==> src/hw/rtl/mrse_pkg.sv <==
`timescale 1ns / 1ps
// ----------------------------------------------------------------------------
// mrse_pkg: shared types and constants of the mask row span extractor
// Frame geometry limits, record kinds and the command word passed from
// the front end to the back end.
// ----------------------------------------------------------------------------
package mrse_pkg;

	// geometry
	localparam int MAX_DIM   = 4096;
	localparam int COORD_W   = $clog2(MAX_DIM);
	localparam int LEN_W     = COORD_W + 1;
	localparam int CFG_W     = 13;
	localparam int CFG_IDX_W = 1;
	localparam int CFG_RESET = 256;

	// command queue depth
	localparam int FIFO_DEPTH = 4;
	localparam int FIFO_AW    = $clog2(FIFO_DEPTH);

	// record kinds, also used as bit positions of the kind mask
	typedef enum logic [1:0] {
		REC_SPAN  = 2'd0,
		REC_ROW   = 2'd1,
		REC_FRAME = 2'd2
	} rec_kind_t;

	localparam int NUM_KINDS = 3;

	// configuration register indexes
	typedef enum logic [CFG_IDX_W-1:0] {
		CFG_FRAME_WIDTH  = 1'b0,
		CFG_FRAME_HEIGHT = 1'b1
	} cfg_reg_t;

	// one command word: every record caused by one input word
	typedef struct packed {
		logic [NUM_KINDS-1:0] kinds;
		logic [COORD_W-1:0]   row;
		logic [COORD_W-1:0]   span_start;
		logic [LEN_W-1:0]     span_end;
		logic [LEN_W-1:0]     span_len;
		logic [LEN_W-1:0]     row_longest;
		logic [COORD_W-1:0]   best_row;
		logic [COORD_W-1:0]   best_col;
		logic [LEN_W-1:0]     best_len;
	} mrse_cmd_t;

	// queue status toward the front and back ends
	typedef struct packed {
		logic empty;
		logic full;
	} mrse_fifo_st_t;

	// clamp a dimension to 1..MAX_DIM and return its last index
	function automatic logic [COORD_W-1:0] last_index(input logic [CFG_W-1:0] v);
		int d;
		d = int'(v);
		if (d < 1) begin
			d = 1;
		end else if (d > MAX_DIM) begin
			d = MAX_DIM;
		end
		return COORD_W'(d - 1);
	endfunction

endpackage

==> src/hw/rtl/mask_row_span_extractor_core.sv <==
`timescale 1ns / 1ps
// ----------------------------------------------------------------------------
// mask_row_span_extractor_core: run-length span extraction from a mask
// Front end, command queue and record back end of the span extractor.
// ----------------------------------------------------------------------------
// Usage:
//   Input: one mask bit per word in raster order, taken at an edge with
//   push high and full low. Column and row are counted internally from the
//   frame_width / frame_height registers (cfg index 0 and 1, 0 counts as 1,
//   values above 4096 count as 4096).
//   Output: records (span, row summary, frame summary) while empty is low,
//   taken with pop. last_of_run marks the final record of one input word.
//   Order: the command of a pixel is written into the command queue, and its
//   first record then into the output register. Throughput: one pixel per
//   cycle while records drain one per cycle; the 4-entry command queue
//   absorbs row-end bursts, and with very narrow rows full throttles input.
//   A stalled receiver fills the queue and then raises full.
//   Reset clears the scan position, the run, the maxima, the queue and the
//   output valid flag; width and height return to 256. Configuration must
//   be written only while no word is in flight; the block does not check.
// ----------------------------------------------------------------------------
module mask_row_span_extractor_core import mrse_pkg::*; (
	input  logic                 clk,
	input  logic                 arst_n,
	input  logic                 cfg_we,
	input  logic [CFG_IDX_W-1:0] cfg_index,
	input  logic [CFG_W-1:0]     cfg_data,
	input  logic                 push,
	output logic                 full,
	input  logic                 mask_bit,
	input  logic                 pop,
	output logic                 empty,
	output logic [1:0]           record_kind,
	output logic [COORD_W-1:0]   row_index,
	output logic [COORD_W-1:0]   span_start,
	output logic [LEN_W-1:0]     span_end,
	output logic [LEN_W-1:0]     span_length,
	output logic                 last_of_run
);

	logic          accept, cmd_push, fifo_pop;
	mrse_cmd_t     cmd_in, cmd_head;
	mrse_fifo_st_t fifo_st;

	// input handshake
	assign full   = fifo_st.full;
	assign accept = push && !fifo_st.full;

	mrse_front u_front (
		.clk       (clk),
		.arst_n    (arst_n),
		.cfg_we    (cfg_we),
		.cfg_index (cfg_index),
		.cfg_data  (cfg_data),
		.accept    (accept),
		.mask_bit  (mask_bit),
		.cmd_push  (cmd_push),
		.cmd       (cmd_in)
	);

	mrse_cmd_fifo u_fifo (
		.clk    (clk),
		.arst_n (arst_n),
		.wr_en  (cmd_push),
		.wr_cmd (cmd_in),
		.rd_en  (fifo_pop),
		.rd_cmd (cmd_head),
		.st     (fifo_st)
	);

	mrse_back u_back (
		.clk         (clk),
		.arst_n      (arst_n),
		.head        (cmd_head),
		.fifo_st     (fifo_st),
		.fifo_pop    (fifo_pop),
		.pop         (pop),
		.empty       (empty),
		.record_kind (record_kind),
		.row_index   (row_index),
		.span_start  (span_start),
		.span_end    (span_end),
		.span_length (span_length),
		.last_of_run (last_of_run)
	);

`ifndef SYNTHESIS
	// queue can never be both empty and full
	a_fifo_state: assert property (@(posedge clk) disable iff (!arst_n)
		!(fifo_st.empty && fifo_st.full))
		else $error("command queue empty and full at once");

	// every queued command carries at least one record
	a_cmd_nonempty: assert property (@(posedge clk) disable iff (!arst_n)
		cmd_push |-> (cmd_in.kinds != '0))
		else $error("empty command pushed");

	// a frame summary always comes with its row summary
	a_frame_has_row: assert property (@(posedge clk) disable iff (!arst_n)
		(cmd_push && cmd_in.kinds[REC_FRAME]) |-> cmd_in.kinds[REC_ROW])
		else $error("frame summary without row summary");

	// a pending command reaches a free output register in the next cycle
	a_drain: assert property (@(posedge clk) disable iff (!arst_n)
		(!fifo_st.empty && empty) |=> !empty)
		else $error("back end failed to present a pending record");
`endif

endmodule

==> src/hw/rtl/mrse_front.sv <==
`timescale 1ns / 1ps
// ----------------------------------------------------------------------------
// mrse_front: pixel front end
// Counts columns and rows, tracks the open run and the row and frame
// maxima, and turns each accepted word that closes a span or ends a row
// into one command for the back end.
module mrse_front import mrse_pkg::*; (
	input  logic                 clk,
	input  logic                 arst_n,
	input  logic                 cfg_we,
	input  logic [CFG_IDX_W-1:0] cfg_index,
	input  logic [CFG_W-1:0]     cfg_data,
	input  logic                 accept,
	input  logic                 mask_bit,
	output logic                 cmd_push,
	output mrse_cmd_t            cmd
);

	logic [COORD_W-1:0] wlast_q, hlast_q;
	logic [COORD_W-1:0] col_q, row_q, run_start_q;
	logic               run_open_q;
	logic [LEN_W-1:0]   row_longest_q, best_len_q;
	logic [COORD_W-1:0] best_col_q, best_row_q;

	logic               close_clear, open_now, row_end, frame_end;
	logic               run_open_mid, has_span;
	logic [COORD_W-1:0] start_mid;
	logic [LEN_W-1:0]   span_end, span_len, row_longest_nx, best_len_nx;
	logic [COORD_W-1:0] best_col_nx, best_row_nx;

	// classify the word against the run and the frame geometry
	always_comb begin
		close_clear  = run_open_q && !mask_bit;
		open_now     = !run_open_q && mask_bit;
		row_end      = col_q >= wlast_q;
		frame_end    = row_end && (row_q >= hlast_q);
		run_open_mid = open_now ? 1'b1 : (close_clear ? 1'b0 : run_open_q);
		start_mid    = open_now ? col_q : run_start_q;
		has_span     = close_clear || (row_end && run_open_mid);
		// a clear bit ends the span at this column, a row end just after it
		span_end     = close_clear ? LEN_W'(col_q) : LEN_W'(col_q) + LEN_W'(1);
		span_len     = span_end - LEN_W'(start_mid);
	end

	// running maxima including the span closed by this word
	always_comb begin
		row_longest_nx = row_longest_q;
		best_len_nx    = best_len_q;
		best_col_nx    = best_col_q;
		best_row_nx    = best_row_q;
		if (has_span && (span_len > row_longest_q)) begin
			row_longest_nx = span_len;
		end
		if (has_span && (span_len > best_len_q)) begin
			best_len_nx = span_len;
			best_col_nx = start_mid;
			best_row_nx = row_q;
		end
	end

	// command word toward the queue
	always_comb begin
		cmd.kinds              = '0;
		cmd.kinds[REC_SPAN]    = has_span;
		cmd.kinds[REC_ROW]     = row_end;
		cmd.kinds[REC_FRAME]   = frame_end;
		cmd.row                = row_q;
		cmd.span_start         = start_mid;
		cmd.span_end           = span_end;
		cmd.span_len           = span_len;
		cmd.row_longest        = row_longest_nx;
		cmd.best_row           = best_row_nx;
		cmd.best_col           = best_col_nx;
		cmd.best_len           = best_len_nx;
		cmd_push               = accept && (has_span || row_end);
	end

	// geometry registers, stored as clamped last indexes
	always_ff @(posedge clk or negedge arst_n) begin
		if (!arst_n) begin
			wlast_q <= last_index(CFG_W'(CFG_RESET));
			hlast_q <= last_index(CFG_W'(CFG_RESET));
		end else if (cfg_we) begin
			unique case (cfg_reg_t'(cfg_index))
				CFG_FRAME_WIDTH:  wlast_q <= last_index(cfg_data);
				CFG_FRAME_HEIGHT: hlast_q <= last_index(cfg_data);
				default: ;
			endcase
		end
	end

	// scan position, run and maxima
	always_ff @(posedge clk or negedge arst_n) begin
		if (!arst_n) begin
			col_q         <= '0;
			row_q         <= '0;
			run_open_q    <= 1'b0;
			run_start_q   <= '0;
			row_longest_q <= '0;
			best_len_q    <= '0;
			best_col_q    <= '0;
			best_row_q    <= '0;
		end else if (accept) begin
			run_start_q <= start_mid;
			if (row_end) begin
				col_q         <= '0;
				run_open_q    <= 1'b0;
				row_longest_q <= '0;
				row_q         <= frame_end ? '0 : row_q + COORD_W'(1);
			end else begin
				col_q         <= col_q + COORD_W'(1);
				run_open_q    <= run_open_mid;
				row_longest_q <= row_longest_nx;
			end
			if (frame_end) begin
				best_len_q <= '0;
				best_col_q <= '0;
				best_row_q <= '0;
			end else begin
				best_len_q <= best_len_nx;
				best_col_q <= best_col_nx;
				best_row_q <= best_row_nx;
			end
		end
	end

endmodule

==> src/hw/rtl/mrse_cmd_fifo.sv <==
`timescale 1ns / 1ps
// ----------------------------------------------------------------------------
// mrse_cmd_fifo: command queue
// Small register queue that decouples the front end from the back end.
// ----------------------------------------------------------------------------
module mrse_cmd_fifo import mrse_pkg::*; (
	input  logic          clk,
	input  logic          arst_n,
	input  logic          wr_en,
	input  mrse_cmd_t     wr_cmd,
	input  logic          rd_en,
	output mrse_cmd_t     rd_cmd,
	output mrse_fifo_st_t st
);

	mrse_cmd_t          mem_q [FIFO_DEPTH];
	logic [FIFO_AW:0]   wptr_q, rptr_q;
	logic [FIFO_AW:0]   fill;

	// occupancy from the wrap-extended pointers
	always_comb begin
		fill     = wptr_q - rptr_q;
		st.empty = (fill == '0);
		st.full  = (fill == (FIFO_AW+1)'(FIFO_DEPTH));
		rd_cmd   = mem_q[rptr_q[FIFO_AW-1:0]];
	end

	// storage
	always_ff @(posedge clk) begin
		if (wr_en) begin
			mem_q[wptr_q[FIFO_AW-1:0]] <= wr_cmd;
		end
	end

	// pointers
	always_ff @(posedge clk or negedge arst_n) begin
		if (!arst_n) begin
			wptr_q <= '0;
			rptr_q <= '0;
		end else begin
			if (wr_en) begin
				wptr_q <= wptr_q + (FIFO_AW+1)'(1);
			end
			if (rd_en) begin
				rptr_q <= rptr_q + (FIFO_AW+1)'(1);
			end
		end
	end

endmodule

==> src/hw/rtl/mrse_back.sv <==
`timescale 1ns / 1ps
// ----------------------------------------------------------------------------
// mrse_back: record back end
// Expands the head command into its span, row and frame records in the
// output register, one per cycle unless the receiver stalls on pop.
// ----------------------------------------------------------------------------
module mrse_back import mrse_pkg::*; (
	input  logic               clk,
	input  logic               arst_n,
	input  mrse_cmd_t          head,
	input  mrse_fifo_st_t      fifo_st,
	output logic               fifo_pop,
	input  logic               pop,
	output logic               empty,
	output logic [1:0]         record_kind,
	output logic [COORD_W-1:0] row_index,
	output logic [COORD_W-1:0] span_start,
	output logic [LEN_W-1:0]   span_end,
	output logic [LEN_W-1:0]   span_length,
	output logic               last_of_run
);

	logic [NUM_KINDS-1:0] done_q, avail, sel, remain;
	logic                 out_valid_q, load, is_last;
	rec_kind_t            kind_nx;
	logic [COORD_W-1:0]   row_nx, start_nx;
	logic [LEN_W-1:0]     end_nx, len_nx;

	// pick the first pending record of the head command: span, then row, then frame
	always_comb begin
		avail    = head.kinds & ~done_q;
		sel      = '0;
		kind_nx  = REC_FRAME;
		row_nx   = head.best_row;
		start_nx = head.best_col;
		end_nx   = '0;
		len_nx   = head.best_len;
		priority if (avail[REC_SPAN]) begin
			sel[REC_SPAN] = 1'b1;
			kind_nx       = REC_SPAN;
			row_nx        = head.row;
			start_nx      = head.span_start;
			end_nx        = head.span_end;
			len_nx        = head.span_len;
		end else if (avail[REC_ROW]) begin
			sel[REC_ROW] = 1'b1;
			kind_nx      = REC_ROW;
			row_nx       = head.row;
			start_nx     = '0;
			len_nx       = head.row_longest;
		end else begin
			sel[REC_FRAME] = 1'b1;
		end
		remain   = avail & ~sel;
		is_last  = (remain == '0);
		load     = !fifo_st.empty && (!out_valid_q || pop);
		fifo_pop = load && is_last;
		empty    = !out_valid_q;
	end

	// progress through the head command
	always_ff @(posedge clk or negedge arst_n) begin
		if (!arst_n) begin
			done_q      <= '0;
			out_valid_q <= 1'b0;
		end else begin
			if (load) begin
				done_q      <= is_last ? '0 : (done_q | sel);
				out_valid_q <= 1'b1;
			end else if (pop) begin
				out_valid_q <= 1'b0;
			end
		end
	end

	// output word register
	always_ff @(posedge clk) begin
		if (load) begin
			record_kind <= kind_nx;
			row_index   <= row_nx;
			span_start  <= start_nx;
			span_end    <= end_nx;
			span_length <= len_nx;
			last_of_run <= is_last;
		end
	end

endmodule
==> config.mk <==
export PLATFORM = sky130hd
export DESIGN_NAME = mask_row_span_extractor_core
export DESIGN_NICKNAME = d
export VERILOG_FILES = /design/src/hw/rtl/mrse_pkg.sv /design/src/hw/rtl/mask_row_span_extractor_core.sv /design/src/hw/rtl/mrse_front.sv /design/src/hw/rtl/mrse_cmd_fifo.sv /design/src/hw/rtl/mrse_back.sv
export SDC_FILE = /design/constraint.sdc
export NUM_CORES = 1
export LEC_CHECK = 0
export ABC_AREA = 1
export BUFFER_PORTS_ARGS = -buffer_cell sky130_fd_sc_hd__buf_2
export CORE_MARGIN = 10
export CORE_UTILIZATION = 50
export CTS_CLUSTER_DIAMETER = 120
export DETAILED_ROUTE_END_ITERATION = 12
export MAX_ROUTING_LAYER = met4
export PLACE_DENSITY = 0.77
export SYNTH_ARGS = -nofsm -noshare
export SYNTH_HDL_FRONTEND = slang
export SYNTH_SLANG_ARGS = --single-unit
==> constraint.sdc <==
create_clock -name clk -period 7.1 [get_ports clk]
set_input_delay 0.355 -clock clk [delete_from_list [all_inputs] [get_ports clk]]
set_output_delay 0.355 -clock clk [all_outputs]
set_load 0.05 [all_outputs]
=== After elaboration in Yosys (flattened, before gate mapping) ===
Memory sizes are Yosys's and may differ from the RTL's.
Cells that the tools add are included.

* Flip-flop bits (word level): 174
* Latch bits: 0
* Bits in writable memories: 412
* Bits in read-only memories: 0
* Input port bits: 20
* Output and inout bits: 55
* Logic and storage cells: 104
* Memories: 1

* $add $sub $neg: 9
* Multiply operators: 0
* Divide/modulo/power cells: 0
* Order comparisons: 6
* Eq/ne operators: 1
* Shift-type cells: 0
* Multiplexer cells: 37
* Bitwise gates (word level): 6
* Reduce and logical (&&, ||, !) cells: 24

{| class="wikitable"
|+ Memories
! name !! depth !! bits a word !! read ports !! clocked after Yosys merged registers in !! write ports !! RTL line !! source
|-
| u_fifo.mem_q || 4 || 103 || 1 || 0 || 1 || mrse_cmd_fifo.sv:16 || <nowiki>mrse_cmd_t mem_q [FIFO_DEPTH];</nowiki>
|}

{| class="wikitable"
|+ Operators by type and width
! operator !! count
|-
| two-way mux 12 bit || 17
|-
| two-way mux 13 bit || 7
|-
| greater-than comparator 13 bit || 2
|-
| adder 12 x 1 -> 12 bit (second input constant) || 2
|-
| >= comparator 12 bit || 2
|-
| subtractor 12 x 2 -> 12 bit (second input constant) || 2
|-
| adder 12 x 1 -> 13 bit (second input constant) || 1
|-
| greater-than comparator 13 bit (second input constant) || 1
|-
| less-than comparator 13 x 1 -> 1 bit (second input constant) || 1
|-
| subtractor 13 x 12 -> 13 bit || 1
|-
| logical AND 1 bit || 10
|-
| two-way mux 1 bit || 10
|-
| adder 3 x 1 -> 3 bit (second input constant) || 2
|-
| bitwise AND 3 bit || 2
|-
| logical NOT 3 bit || 2
|-
| inverter 3 bit || 2
|-
| AND reduction 2 bit || 3
|-
| logical NOT 1 bit || 5
|-
| two-way mux 2 bit || 2
|-
| equality test 3 bit (second input constant) || 1
|-
| logical OR 1 bit || 3
|-
| two-way mux 3 bit || 1
|-
| bitwise OR 3 bit || 1
|-
| subtractor 3 bit || 1
|-
| 2 further kinds || 2
|}

=== Depth between registers and ports, before layout ===
* Word-level depth: 10
* Depth in mapped cells: 31
* Mapped depth without buffers: 30

=== Modules after synthesis ===
From an unflattened synthesis, not the netlist that was laid out.

* Cell total of the unflattened synthesis: 2,508
* Area, all modules: 26,263.9 um^2

{| class="wikitable"
|+ By module, submodules not included
! module !! times used !! cells each !! area each (um^2) !! sequential area each (um^2)
|-
| mrse_cmd_fifo || 1 || 1,155 || 15,882.7 || 12,522.0
|-
| mrse_front || 1 || 1,101 || 7,846.3 || 2,797.7
|-
| mrse_back || 1 || 250 || 2,524.9 || 1,691.6
|-
| mask_row_span_extractor_core || 1 || 2 || 10.0 || 0.0
|}

=== Worst setup path before layout ===
No wires, ideal clock.

* Path type: register to register
* Start: register u_fifo.rptr_q[1]
* End: memory u_fifo.mem_q[3][0] (netlist bit) (enable)
* Library setup time: 0.569 ns
* Arrival time: 6.453 ns
* Required time: 6.531 ns
* Slack: 0.078 ns
* Cell stages (with the launch flop): 12
* Buffers on the path: 2
* Period minus slack after synthesis: 7.022 ns
* Cells stage by stage: dfrtp_1 inv_1 clkbuf_1 clkbuf_1 ha_1 a21oi_1 xnor2_1 nand3_1 nand2_2 inv_2 o21ai_1 nor2_1

* Cells in the longest elaborated chain, start to end: 7

{| class="wikitable"
|+ Ends and longest elaborated chain
! what !! RTL line !! source
|-
| start, declared || mrse_cmd_fifo.sv:17 || <nowiki>logic [FIFO_AW:0] wptr_q, rptr_q;</nowiki>
|-
| start signal, assigned || mrse_cmd_fifo.sv:45 || <nowiki>rptr_q <= rptr_q + (FIFO_AW+1)'(1);</nowiki>
|-
| subtractor 3 bit || mrse_cmd_fifo.sv:22 || <nowiki>fill = wptr_q - rptr_q;</nowiki>
|-
| equality test 3 bit || mrse_cmd_fifo.sv:24 || <nowiki>st.full = (fill == (FIFO_AW+1)'(FIFO_DEPTH));</nowiki>
|-
| logical NOT 1 bit || mask_row_span_extractor_core.sv:47 || <nowiki>assign accept = push && !fifo_st.full;</nowiki>
|-
| logical AND 1 bit || mask_row_span_extractor_core.sv:47 ||
|-
| logical AND 1 bit || mrse_front.sv:75 || <nowiki>cmd_push = accept && (has_span || row_end);</nowiki>
|-
| two-way mux 1 bit || mrse_cmd_fifo.sv:30 || <nowiki>if (wr_en) begin</nowiki>
|-
| two-way mux 1 bit (implied by the code) || mrse_cmd_fifo.sv:31 || <nowiki>mem_q[wptr_q[FIFO_AW-1:0]] <= wr_cmd;</nowiki>
|-
| end, declared || mrse_cmd_fifo.sv:16 ||
|}

Every way passes these cells.

==> flow_summary.yaml <==
run_status:
  status: "finished clean"
floorplanning:
  die_y_um: 248
  core_area_um2: 51300
  die_width_um: 248
  rows: 83
  die-area_um2: 61300
  initial_core_util_pct: 50.5
  io_pins: 75
sta:
  fin_crit_sh_pct: 84.7
  rsz0062_at_grt: "no"
  slew_headroom_pct: 23.3
  whs_ns: 0.0683
  period_minus_slack_ns: 6.01
  setup_viol: 0
  finalSetupTns_ns: 0
  worst_pin_slew_ns: 1.14
  skew_ns: 0.0345
  finalMaxSlewViolations: 0
  finalHoldViolCount: 0
  fmax_mhz: 166
route:
  drc: 0
  wl_um: 62000
  ant_nets: 0
  vias: 18000
  drt-initial-drc-count: 1705
  wl_per_cell_um: 19.8
  firstDrtPassIters: 5
  via_per_inst: 5.75
clock_network:
  clock-sinks: 586
  root_buffer: "clkbuf_16"
  cts-resized-gates: 0
  path_clk_slew_ns: 0.06
  ctsHoldBuffers: 2
  numCtsBuffers: 57
  insertion_delay_ns: 0.64
  post-cts-setup-buffer-count: 0
  cts_tree: "done"
  ctsHtreeMaxLevel: 2
  clockBufferDepth: 3
worst_setup_path:
  worstPathRequired_ns: 7.47
  critical-path-top-delay-family: "simple AND/OR/NAND/NOR gates"
  crit_top_cell: "nand2_1"
  endpoint_kind: "register"
  cp_slowest_cell: "o21ai_0"
  cpPeakStageDelay_ns: 0.60
  start_kind: "register"
  critical_path_buf_inv_count: 4
  critPathKind: "reg2reg"
  critPathArrivalTime_ns: 6.38
  path_max_fanout: 44
place:
  finalWeightedCongestion: 0.916
  io_buffers: 74
  dp_hpwl_um: 38300
yosys:
  synth.avg_cell_area_um2: 11.1
  yosys_warnings: 0
  syn-cell-area_um2: 25900
  yosysSeqAreaShare_pct: 65.7
  synth.most_common_cell: "edfxtp_1"
  synth_ff_type: "edfxtp_1"
  synth-seq-cells: 586
  synthDistinctLibCells: 49
  synth-async-reset-ratio_pct: 20.6
  synthTopCellsByCount: "465 x edfxtp_1, 374 x nand2_1, 297 x o21ai_0, 285 x nor2_1, 166 x inv_1"
  netlist.area_leader.share_pct: 53.9
  syn-instance-count: 2342
  yosys.area.top_type: "edfxtp_1"
  syn-num-nets: 2433
  synth_area_leaders: "edfxtp_1 54%, dfrtp_1 10%, o21ai_0 5.7%"
  synth_edf_count: 465
cells_and_area:
  syn_to_final_growth_pct: 11.5
  n_antenna_cell: 0
  final_layout_size_suffix_gt1_share_pct: 10.9
  final_nets: 2487
grt:
  antenna_found_initial: 0
  met1_usage_pct: 27.8
  grt_max_degree: 127
  grt_use_total_pct: 20.9
  first_global_vias: 17700
  grt_pass1_wl_um: 98000
  grt_busiest_layer: "met2"
  gr-usage-met3_pct: 3.18
  gr-usage-met2_pct: 32.7
  overflow: 0
job:
  drv_cap: 0
worst_hold_path:
  hold_path_class: "in2reg"
## worst paths after layout
check | start | to | slack (ns) | cells past startpoint
max | u_front.col_q[2]$_DFFE_PN0P_ | u_fifo.mem_q[1][29]$_DFFE_PP_ | 1.09 | 26
min | mask_bit | u_front.run_open_q$_DFFE_PN0P_ | 0.07 | 3
max reg2reg | u_front.col_q[2]$_DFFE_PN0P_ | u_fifo.mem_q[1][29]$_DFFE_PP_ | 1.09 | 26
min reg2reg | u_front.row_longest_q[12]$_DFFE_PN0P_ | u_front.row_longest_q[12]$_DFFE_PN0P_ | 0.48 | 2
max in group asynchronous | arst_n | u_fifo.rptr_q[0]$_DFFE_PN0P_ | 5.18 | 4
min in group asynchronous | arst_n | u_front.hlast_q[11]$_DFFE_PN0P_ | 0.16 | 2
## registers in the layout (all words and copies together), names as in the netlist, 13 cells and up
| signal | flops |
|---|---|
| u_back.span_length | 13 |
| u_back.span_end | 13 |
| u_front.row_longest_q | 13 |
| u_fifo.mem_q | 412 |
| u_front.best_len_q | 13 |
## through the flow
stage | area (um^2) | instances | setup slack (ns) | utilization, %
finish | 28900 | 3125 | 1.09 | 56.2
global route | 28900 | 3125 | 0.508 | 56.2
CTS | 28900 | 3125 | 1.17 | 56.2
detailed placement | 26900 | 3015 | 1.19 | 52.4
global placement | 26900 | 3015 | 1.32 | 52.4
floorplan | 25900 | 2342 | 0.0784 | -
## worst register-to-register path, delay by kind of cell (launching register included)
| family | cells | cell delay (ns) |
|---|---|---|
| and+or+nand+nor | 13 | 2.09 |
| AOI/OAI and AO/OA | 6 | 1.51 |
| adders and majority gates | 2 | 0.75 |
| buffers and inverters | 4 | 0.69 |
| DFF | 1 | 0.56 |
| xor gates and xnor gates | 1 | 0.18 |
## kinds of logic after synthesis
group / after synthesis / synth area share (%)
adders and majority gates: 71 / 3.46
buffers and inverters: 286 / 4.43
xor gates and xnor gates: 25 / 0.875
and+or+nand+nor: 828 / 13.5
DFF: 586 / 65.7
AOI/OAI and AO/OA: 546 / 12.1
## area by class of cell
| cell class | instances | area, um^2 |
|---|---|---|
| inverters | 179 | 679 |
| well taps | 680 | 851 |
| repair buffers | 102 | 588 |
| clock buffers | 82 | 1630 |
| flip-flops and latches | 586 | 17000 |
| multi-input cells | 1470 | 7760 |
| fillers | 4120 | 22400 |
| clock inverters | 26 | 332 |
## cells in the final DEF, fill, tap and decap left out, types with 12 or more instances in the layout
cell         n
edfxtp_1   465
nand2_1    374
o21ai_0    297
nor2_1     280
inv_1      164
dfrtp_1    103
o22ai_1     82
nand3_1     78
buf_2       73
ha_1        70
clkbuf_16   58
a21oi_1     49
o21a_1      33
o211ai_1    32
buf_4       27
xor2_1      18
nand4_1     17
dfstp_2     16
nand2_2     15
clkbuf_1    15
nor3_1      14
o21ai_1     14
and2_1      14
inv_2       13
a22o_1      12
## per-layer routing
layer | part of all wire, % | wire (um)
met1 | 42 | 26300
met2 | 47 | 29200
met3 | 7.7 | 4790
met4 | 2.7 | 1690
met5 | 0 | 0
Power is not shown: default switching activity piles up to over one toggle a cycle in this logic, so the estimate is an artifact.
